**src/sv/pats_pkg.sv**
```systemverilog
// Shared types and constants for the priority aging task scheduler.
package pats_pkg;

    typedef logic signed [5:0] t_prio;

    localparam t_prio PRIO_FLOOR = -6'sd20;
    localparam t_prio PRIO_LIMIT = 6'sd20;

    typedef enum logic [1:0] {
        CMD_ADD    = 2'd0,
        CMD_REMOVE = 2'd1,
        CMD_SET    = 2'd2,
        CMD_SCHED  = 2'd3
    } t_cmd;

    typedef enum logic [2:0] {
        ST_OK     = 3'd0,
        ST_BUSY   = 3'd1,
        ST_EMPTY  = 3'd2,
        ST_RANGE  = 3'd3,
        ST_QEMPTY = 3'd4
    } t_status;

    typedef enum logic [2:0] {
        UPD_NONE   = 3'd0,
        UPD_ADD    = 3'd1,
        UPD_REMOVE = 3'd2,
        UPD_SET    = 3'd3,
        UPD_SCHED  = 3'd4
    } t_upd_op;

    // Update broadcast to every slot cell
    typedef struct packed {
        t_upd_op op;
        t_prio   prio;
    } t_upd;

endpackage

```
**src/sv/pats_cell.sv**
```systemverilog
// One task slot: holds its priorities and queue rank, and passes the best candidate on.
module pats_cell
    import pats_pkg::*;
#(
    parameter int MAX_TASKS = 16,
    parameter int INDEX     = 0,
    parameter int SW        = 4,
    parameter int RW        = 4
) (
    input  logic          i_clk,
    input  logic          i_rst_n,
    input  t_upd          i_upd,
    input  logic          i_hit,
    input  logic [RW-1:0] i_ref_rank,
    input  logic [RW-1:0] i_tail_rank,
    input  logic          i_cand_found,
    input  logic [SW-1:0] i_cand_slot,
    input  t_prio         i_cand_dyn,
    input  t_prio         i_cand_stat,
    input  logic [RW-1:0] i_cand_rank,
    output logic          o_cand_found,
    output logic [SW-1:0] o_cand_slot,
    output t_prio         o_cand_dyn,
    output t_prio         o_cand_stat,
    output logic [RW-1:0] o_cand_rank,
    output logic          o_ready,
    output t_prio         o_static,
    output logic [RW-1:0] o_rank
);

    logic          r_ready;
    t_prio         r_static;
    t_prio         r_dyn;
    logic [RW-1:0] r_rank;
    logic          n_ready;
    t_prio         n_static;
    t_prio         n_dyn;
    logic [RW-1:0] n_rank;
    logic          w_take;

    // Lower dynamic priority wins; on a tie the later queue rank wins
    assign w_take = r_ready && (!i_cand_found || (r_dyn < i_cand_dyn) ||
                    ((r_dyn == i_cand_dyn) && (r_rank > i_cand_rank)));

    always_comb begin
        n_ready  = r_ready;
        n_static = r_static;
        n_dyn    = r_dyn;
        n_rank   = r_rank;
        case (i_upd.op)
            UPD_ADD: begin
                if (i_hit) begin
                    n_ready  = 1'b1;
                    n_static = i_upd.prio;
                    n_dyn    = i_upd.prio;
                    n_rank   = i_tail_rank;
                end
            end
            UPD_REMOVE: begin
                if (i_hit) begin
                    n_ready = 1'b0;
                end else if (r_ready && (r_rank > i_ref_rank)) begin
                    n_rank = r_rank - RW'(1);
                end
            end
            UPD_SET: begin
                if (i_hit) begin
                    n_static = i_upd.prio;
                    n_dyn    = i_upd.prio;
                end
            end
            UPD_SCHED: begin
                if (r_ready && i_hit) begin
                    n_dyn  = r_static;
                    n_rank = i_tail_rank;
                end else if (r_ready) begin
                    // age, saturating at the floor, and close the gap behind the pick
                    if (r_dyn > PRIO_FLOOR) begin
                        n_dyn = r_dyn - 6'sd1;
                    end
                    if (r_rank > i_ref_rank) begin
                        n_rank = r_rank - RW'(1);
                    end
                end
            end
            default: begin
            end
        endcase
    end

    always_ff @(posedge i_clk) begin
        if (!i_rst_n) begin
            r_ready      <= 1'b0;
            o_cand_found <= 1'b0;
        end else begin
            r_ready      <= n_ready;
            o_cand_found <= i_cand_found || w_take;
        end
        r_static <= n_static;
        r_dyn    <= n_dyn;
        r_rank   <= n_rank;
        if (w_take) begin
            o_cand_slot <= SW'(INDEX);
            o_cand_dyn  <= r_dyn;
            o_cand_stat <= r_static;
            o_cand_rank <= r_rank;
        end else begin
            o_cand_slot <= i_cand_slot;
            o_cand_dyn  <= i_cand_dyn;
            o_cand_stat <= i_cand_stat;
            o_cand_rank <= i_cand_rank;
        end
    end

    assign o_ready  = r_ready;
    assign o_static = r_static;
    assign o_rank   = r_rank;

endmodule

```
**src/sv/priority_aging_task_scheduler.sv**
```systemverilog
// Top level of the priority aging task scheduler. Each input beat carries one command
// (add, remove, set priority, schedule) and gives exactly one output beat. Add, remove and
// set priority are applied as the beat is accepted: the addressed slot cell is read and every
// cell updates in the same edge. In a schedule the best candidate ripples down the chain of
// slot cells, one cell per cycle, and the pick, the aging of the other ready slots and the
// queue rotation are applied in the final cycle. One command is in flight at a time; a new
// beat is taken only when the output register is empty or its beat leaves in the same cycle,
// and a finished schedule holds in its final cycle while the output register stays full.
module priority_aging_task_scheduler
    import pats_pkg::*;
#(
    parameter int MAX_TASKS = 16
) (
    input  logic        i_clk,
    input  logic        i_rst_n,
    input  logic        s_axis_tvalid,
    output logic        s_axis_tready,
    input  logic [15:0] s_axis_tdata,  // command[1:0], slot[5:2], priority_req[11:6], zero
    output logic        m_axis_tvalid,
    input  logic        m_axis_tready,
    output logic [15:0] m_axis_tdata   // chosen_slot[3:0], chosen_valid[4],
                                       // status_code[7:5], slot_priority[13:8], zero
);

    localparam int SW = (MAX_TASKS > 1) ? $clog2(MAX_TASKS) : 1;
    localparam int RW = SW;
    localparam int CW = $clog2(MAX_TASKS + 1);
    localparam logic [CW-1:0] CNT_DONE = CW'(MAX_TASKS);

    typedef enum logic {
        S_IDLE,
        S_SCAN
    } t_state;

    t_state        r_state;
    t_state        n_state;
    logic [CW-1:0] r_cnt;
    logic [CW-1:0] n_cnt;
    logic [CW-1:0] r_count;
    logic [CW-1:0] n_count;
    logic          r_out_valid;
    logic          n_out_valid;
    logic [3:0]    r_chosen;
    logic [3:0]    n_chosen;
    logic          r_valid;
    logic          n_valid;
    t_status       r_status;
    t_status       n_status;
    t_prio         r_prio;
    t_prio         n_prio;

    t_cmd          w_cmd;
    logic [3:0]    w_slot;
    t_prio         w_req;
    logic          w_in_acc;
    logic          w_out_free;
    logic          w_inside;
    logic          w_in_range;
    logic          w_rd_ready;
    t_prio         w_rd_static;
    logic [RW-1:0] w_rd_rank;
    t_upd          w_upd;
    logic [RW-1:0] w_ref_rank;
    logic [RW-1:0] w_tail_rank;
    logic [SW+3:0] w_tail_ext;

    logic [MAX_TASKS-1:0] w_sel;
    logic [MAX_TASKS-1:0] w_hit;
    logic [MAX_TASKS-1:0] w_ready;
    t_prio                w_static [MAX_TASKS];
    logic [RW-1:0]        w_rank   [MAX_TASKS];

    logic          c_found [MAX_TASKS+1];
    logic [SW-1:0] c_slot  [MAX_TASKS+1];
    t_prio         c_dyn   [MAX_TASKS+1];
    t_prio         c_stat  [MAX_TASKS+1];
    logic [RW-1:0] c_rank  [MAX_TASKS+1];

    assign w_cmd      = t_cmd'(s_axis_tdata[1:0]);
    assign w_slot     = s_axis_tdata[5:2];
    assign w_req      = t_prio'(s_axis_tdata[11:6]);
    assign w_out_free = !r_out_valid || m_axis_tready;
    assign s_axis_tready = (r_state == S_IDLE) && w_out_free;
    assign w_in_acc   = s_axis_tvalid && s_axis_tready;
    assign w_inside   = int'(w_slot) < MAX_TASKS;
    assign w_in_range = (w_req > PRIO_FLOOR) && (w_req < PRIO_LIMIT);
    assign w_tail_ext = {4'b0000, c_slot[MAX_TASKS]};

    // Head of the chain sees no candidate
    assign c_found[0] = 1'b0;
    assign c_slot[0]  = '0;
    assign c_dyn[0]   = '0;
    assign c_stat[0]  = '0;
    assign c_rank[0]  = '0;

    for (genvar k = 0; k < MAX_TASKS; k++) begin : g_cell
        assign w_sel[k] = int'(w_slot) == k;
        assign w_hit[k] = (r_state == S_SCAN) ? (c_slot[MAX_TASKS] == SW'(k)) : w_sel[k];

        pats_cell #(
            .MAX_TASKS (MAX_TASKS),
            .INDEX     (k),
            .SW        (SW),
            .RW        (RW)
        ) u_cell (
            .i_clk        (i_clk),
            .i_rst_n      (i_rst_n),
            .i_upd        (w_upd),
            .i_hit        (w_hit[k]),
            .i_ref_rank   (w_ref_rank),
            .i_tail_rank  (w_tail_rank),
            .i_cand_found (c_found[k]),
            .i_cand_slot  (c_slot[k]),
            .i_cand_dyn   (c_dyn[k]),
            .i_cand_stat  (c_stat[k]),
            .i_cand_rank  (c_rank[k]),
            .o_cand_found (c_found[k+1]),
            .o_cand_slot  (c_slot[k+1]),
            .o_cand_dyn   (c_dyn[k+1]),
            .o_cand_stat  (c_stat[k+1]),
            .o_cand_rank  (c_rank[k+1]),
            .o_ready      (w_ready[k]),
            .o_static     (w_static[k]),
            .o_rank       (w_rank[k])
        );
    end

    // Read the addressed slot
    always_comb begin
        w_rd_ready  = 1'b0;
        w_rd_static = '0;
        w_rd_rank   = '0;
        for (int k = 0; k < MAX_TASKS; k++) begin
            if (w_sel[k]) begin
                w_rd_ready  = w_rd_ready | w_ready[k];
                w_rd_static = w_rd_static | w_static[k];
                w_rd_rank   = w_rd_rank | w_rank[k];
            end
        end
    end

    always_comb begin
        n_state     = r_state;
        n_cnt       = r_cnt;
        n_count     = r_count;
        n_out_valid = r_out_valid && !m_axis_tready;
        n_chosen    = r_chosen;
        n_valid     = r_valid;
        n_status    = r_status;
        n_prio      = r_prio;
        w_upd.op    = UPD_NONE;
        w_upd.prio  = w_req;
        w_ref_rank  = w_rd_rank;
        w_tail_rank = RW'(r_count);
        case (r_state)
            S_IDLE: begin
                if (w_in_acc) begin
                    n_chosen = 4'd0;
                    n_valid  = 1'b0;
                    n_status = ST_OK;
                    n_prio   = '0;
                    case (w_cmd)
                        CMD_ADD: begin
                            n_out_valid = 1'b1;
                            if (!w_inside) begin
                                n_status = ST_BUSY;
                            end else if (w_rd_ready) begin
                                n_status = ST_BUSY;
                                n_prio   = w_rd_static;
                            end else if (!w_in_range) begin
                                n_status = ST_RANGE;
                            end else begin
                                w_upd.op = UPD_ADD;
                                n_count  = r_count + CW'(1);
                                n_prio   = w_req;
                            end
                        end
                        CMD_REMOVE: begin
                            n_out_valid = 1'b1;
                            if (!w_rd_ready) begin
                                n_status = ST_EMPTY;
                            end else begin
                                w_upd.op = UPD_REMOVE;
                                n_count  = r_count - CW'(1);
                                n_prio   = w_rd_static;
                            end
                        end
                        CMD_SET: begin
                            n_out_valid = 1'b1;
                            if (!w_rd_ready) begin
                                n_status = ST_EMPTY;
                            end else if (!w_in_range) begin
                                n_status = ST_RANGE;
                                n_prio   = w_rd_static;
                            end else begin
                                w_upd.op = UPD_SET;
                                n_prio   = w_req;
                            end
                        end
                        CMD_SCHED: begin
                            n_state = S_SCAN;
                            n_cnt   = '0;
                        end
                        default: begin
                        end
                    endcase
                end
            end
            S_SCAN: begin
                if (r_cnt != CNT_DONE) begin
                    n_cnt = r_cnt + CW'(1);
                end else if (w_out_free) begin
                    // chain tail now holds the pick over every slot
                    n_state     = S_IDLE;
                    n_out_valid = 1'b1;
                    if (c_found[MAX_TASKS]) begin
                        w_upd.op    = UPD_SCHED;
                        w_ref_rank  = c_rank[MAX_TASKS];
                        w_tail_rank = RW'(r_count - CW'(1));
                        n_chosen    = w_tail_ext[3:0];
                        n_valid     = 1'b1;
                        n_status    = ST_OK;
                        n_prio      = c_stat[MAX_TASKS];
                    end else begin
                        n_chosen = 4'd0;
                        n_valid  = 1'b0;
                        n_status = ST_QEMPTY;
                        n_prio   = '0;
                    end
                end
            end
            default: begin
                n_state = S_IDLE;
            end
        endcase
    end

    always_ff @(posedge i_clk) begin
        if (!i_rst_n) begin
            r_state     <= S_IDLE;
            r_cnt       <= '0;
            r_count     <= '0;
            r_out_valid <= 1'b0;
        end else begin
            r_state     <= n_state;
            r_cnt       <= n_cnt;
            r_count     <= n_count;
            r_out_valid <= n_out_valid;
        end
        r_chosen <= n_chosen;
        r_valid  <= n_valid;
        r_status <= n_status;
        r_prio   <= n_prio;
    end

    assign m_axis_tvalid = r_out_valid;
    assign m_axis_tdata  = {2'b00, r_prio, r_status, r_valid, r_chosen};

    a_count_matches: assert property (@(posedge i_clk) disable iff (!i_rst_n)
        $countones(w_ready) == int'(r_count))
        else $error("ready count disagrees with ready slots");

    a_pick_is_ready: assert property (@(posedge i_clk) disable iff (!i_rst_n)
        (w_upd.op == UPD_SCHED) |-> w_ready[c_slot[MAX_TASKS]])
        else $error("scheduled slot is not ready");

    a_no_accept_in_scan: assert property (@(posedge i_clk) disable iff (!i_rst_n)
        (r_state == S_SCAN) |-> !w_in_acc)
        else $error("beat accepted during schedule scan");

    a_scan_ends_with_result: assert property (@(posedge i_clk) disable iff (!i_rst_n)
        ((r_state == S_SCAN) && (n_state == S_IDLE)) |=> r_out_valid)
        else $error("schedule finished without a result");

endmodule
```
**config.mk**
```make
export PLATFORM = sky130hd
export DESIGN_NAME = priority_aging_task_scheduler
export DESIGN_NICKNAME = d
export VERILOG_FILES = /design/src/sv/pats_pkg.sv /design/src/sv/pats_cell.sv /design/src/sv/priority_aging_task_scheduler.sv
export SDC_FILE = /design/constraint.sdc
export NUM_CORES = 1
export LEC_CHECK = 0
export BUFFER_PORTS_ARGS = -buffer_cell sky130_fd_sc_hd__buf_2
export CAP_MARGIN = 20
export CORE_ASPECT_RATIO = 2
export CORE_MARGIN = 2
export CORE_UTILIZATION = 68
export CTS_CLUSTER_SIZE = 28
export DETAILED_ROUTE_END_ITERATION = 8
export PLACE_DENSITY = 0.82
export SLEW_MARGIN = 15
export SYNTH_ARGS = -nofsm -noshare
export SYNTH_HDL_FRONTEND = slang
export SYNTH_SLANG_ARGS = --single-unit
```
**constraint.sdc**
```tcl
create_clock -name i_clk -period 8.9 [get_ports i_clk]
set_input_delay 1.335 -clock i_clk [delete_from_list [all_inputs] [get_ports i_clk]]
set_output_delay 1.335 -clock i_clk [all_outputs]
set_load 0.02 [all_outputs]
```
==> flow_summary_export.csv <==
group,metric,value,unit
clocking,cts-root-buf,"clkbuf_16",
power,intPower,4.33,mW
timing,rsz0062_at_grt,"false",
final_layout,final_core_util,0.739,
global_routing,grt-ovfl-total,0,
timing,fmax,0.188,GHz
worst_setup_path,crit_path_max_fanout,29,
clocking,ctsResizeCount,0,
global_routing,grt_pass1_vias,26700,
clocking,cts_hold_buf,0,
floorplanning,fp-row-count,113,
clocking,cts_num_sinks,612,
final_layout,multi_input_area,16100,sq um
final_layout,fin_cells,3810,
detailed_routing,via_per_inst,6.84,
power,p_seq_frac,0.526,
timing,finalSetupTns,0,ps
worst_hold_path,min_path_cells,1,
worst_setup_path,worst-r2r-cell-count,14,
timing,slew_violations,0,
global_routing,grt_pass1_wl,165000,um
clocking,htree_levels,2,
worst_setup_path,r2r_slack,3840,ps
logic_synthesis,synth-seq-cells,612,
timing,post-route-min-period,5320,ps
worst_setup_path,crit_required,9240,ps
clocking,max-clock-path-buffers,3,
power,combPwrFrac,0.071,
timing,fin_skew,28.6,ps
worst_setup_path,r2r_end,"g_cell[1].u_cell.o_rank[3]",
clocking,cts_setup_buffers,0,
place,io_buffers,31,
logic_synthesis,syn_inst,3144,
power,sw_frac_of_total,0.240,
worst_setup_path,cp.arrival,5660,ps
logic_synthesis,synth_edf_count,270,
logic_synthesis,yosys_warnings,0,
global_routing,antenna_found_initial,7,
worst_hold_path,worstHoldStart,"g_cell[4].u_cell.o_cand_slot[0]",
power,p_leak,14.2,nW
worst_setup_path,r2r-start,"r_state",
clocking,cts_tree,"yes",
logic_synthesis,synth-main-ff-cell,"dfxtp_1",
worst_setup_path,start_kind,"primary input",
timing,hold_viol,0,
detailed_routing,drtPass1Iterations,8,
place,dp_cells,3707,
floorplanning,fp.dieW,159,um
logic_synthesis,ys_types,84,
final_layout,layout-drive-gt1-share,0.144,
global_routing,gr-usage-all-layers,0.447,
floorplanning,start_util,0.688,
logic_synthesis,synth_area,32700,sq um
worst_setup_path,worstSetupPathType,"in -> reg",
timing,fin_crit_sh,0.598,
floorplanning,dieArea,50000,sq um
power,irDropWorstVdd,0.000228,V
detailed_routing,vias,26100,
timing,setup_viol,0,
timing,worst_pin_slew,1120,ps
final_layout,seq_area,15000,sq um
worst_hold_path,whs_endpoint,"g_cell[5].u_cell.o_cand_slot[0]",
worst_hold_path,hp-class,"reg -> reg",
detailed_routing,wl,113000,um
detailed_routing,remaining_drc_errors,0,
timing,max_slew_margin,0.252,
outcome,status,"finished clean",
job,maxCapViolations,0,
final_layout,nNetsFinal,3418,
floorplanning,num_io_pins,38,
place,place_hpwl,83000,um
floorplanning,coreArea,47500,sq um
detailed_routing,drt_iter0_drc,2675,
power,p_per_area,162,nW/um^2
final_layout,fillers,3358,
place,gp_congestion,1.06,
global_routing,grt_max_degree,61,
clocking,clk_latency,630,ps
detailed_routing,wl_per_cell,29.7,um
place,place_ws,3100,ps
logic_synthesis,syn_area_per_cell,10.4,sq um
final_layout,areaGrowthSynthToFinish,7.43,%
worst_setup_path,cp-end-kind,"flip-flop",
power,p_sw,1.36,mW
clocking,cts_buffers,52,
final_layout,layout_common_cells,"dfxtp_1 (342), edfxtp_1 (270), ha_1 (266)",
floorplanning,fp.dieH,314,um
final_layout,final_common_cell,"dfxtp_1",
logic_synthesis,synth_seq_area_share,0.457,
clocking,clk_pin_slew,70,ps
logic_synthesis,async_flop_share,0,
detailed_routing,detail-route-antenna-nets,0,
power,power.share.clock,0.403,
timing,setup_slack,3580,ps
## per-layer routing
layer  vias up  GRT usage  part of all wire
met3       743     0.0837             0.082
met5         -          0           0.00030
met1     12300      0.427              0.30
li1      11300          -                 -
met2      1637      0.762              0.48
met4         6      0.500              0.14
## how the worst max path moves through the flow
stage	start	to	slack, ps
after floorplan	s_axis_tdata[5]	g_cell[2].u_cell.o_rank[0]	3970
after global placement	s_axis_tdata[3]	g_cell[1].u_cell.o_rank[3]	3190
after detailed placement	s_axis_tdata[3]	g_cell[1].u_cell.o_rank[0]	3100
after CTS	s_axis_tdata[3]	g_cell[1].u_cell.o_rank[3]	3700
after global routing	s_axis_tdata[3]	g_cell[1].u_cell.o_rank[0]	3440
final	s_axis_tdata[3]	g_cell[1].u_cell.o_rank[3]	3580
## stage by stage
stage	power, mW	hold slack, ps	cell area (sq um)
2_1_floorplan	3.29	386	32700
3_5_place_dp	3.44	395	33400
5_1_grt	5.80	424	35100
3_3_place_gp	3.43	393	33400
6_report	5.69	405	35100
4_1_cts	5.67	409	35100
## flip-flops by register name, indices dropped and copies added (netlist names)
| name | count |
|---|---|
| r_cnt | 5 |
| r_count | 4 |
| g_cell.u_cell.o_cand_found | 16 |
| m_axis_tvalid | 1 |
| r_state | 1 |
| g_cell.u_cell.o_rank | 64 |
| r_chosen | 4 |
| g_cell.u_cell.r_dyn | 96 |
| r_valid | 1 |
| g_cell.u_cell.o_cand_dyn | 90 |
| r_prio | 6 |
| g_cell.u_cell.o_static | 96 |
| r_status | 3 |
| g_cell.u_cell.o_cand_rank | 64 |
| g_cell.u_cell.o_ready | 16 |
| g_cell.u_cell.o_cand_slot | 49 |
| g_cell.u_cell.o_cand_stat | 96 |
## cell families after synthesis
group	after synthesis	share of synthesized area
fa+ha+maj	267	0.102
flops	612	0.457
simple gates	753	0.118
other cells	1	0.000115
mux	321	0.108
compound gates	667	0.135
buf+inv	421	0.0526
xor+xnor	102	0.0273
## critical path: stages
cell and delay [ps]:
buf_2 100, buf_4 240, nor2_1 900, a32oi_1 230, o2111ai_1 340, nor3_1 140
nor2_1 500, buf_4 430, ha_1 210, nor2b_1 40, o21a_1 160, o21a_1 160
o2111ai_1 280, a21oi_1 120, or3_1 430
## area by class of cell
type                    instances  share of cell area
well taps                     632              0.0225
clock inverters                31             0.00819
repair buffers                 88              0.0172
inverters                     266              0.0284
multi-input cells            2112               0.458
flip-flops and latches        612               0.426
diodes                          3            0.000214
clock buffers                  66              0.0394
## power by group through the flow
stage | clock network, mW | registers, mW | logic [mW]
CTS | 2.29 | 2.99 | 0.391
detailed placement | 0 | 3.06 | 0.388
finish | 2.29 | 3.00 | 0.406
global route | 2.38 | 3.00 | 0.426
global placement | 0 | 3.06 | 0.369
floorplan | 0 | 3.05 | 0.236
## synth_stat cells, drive strengths merged, types with 54 or more instances
cell type,n,area (sq um)
dfxtp,342,6850
edfxtp,270,8110
ha,266,3330
inv,266,998
o21ai,251,1270
mux2,223,2510
nand2,197,739
nor2,149,562
a21oi,118,591
mux2i,96,961
clkbuf,89,335
xnor2,83,727
nor3,68,345
buf,66,385
nand2b,58,363
nor2b,54,338
(Power assumes the default switching activity.)
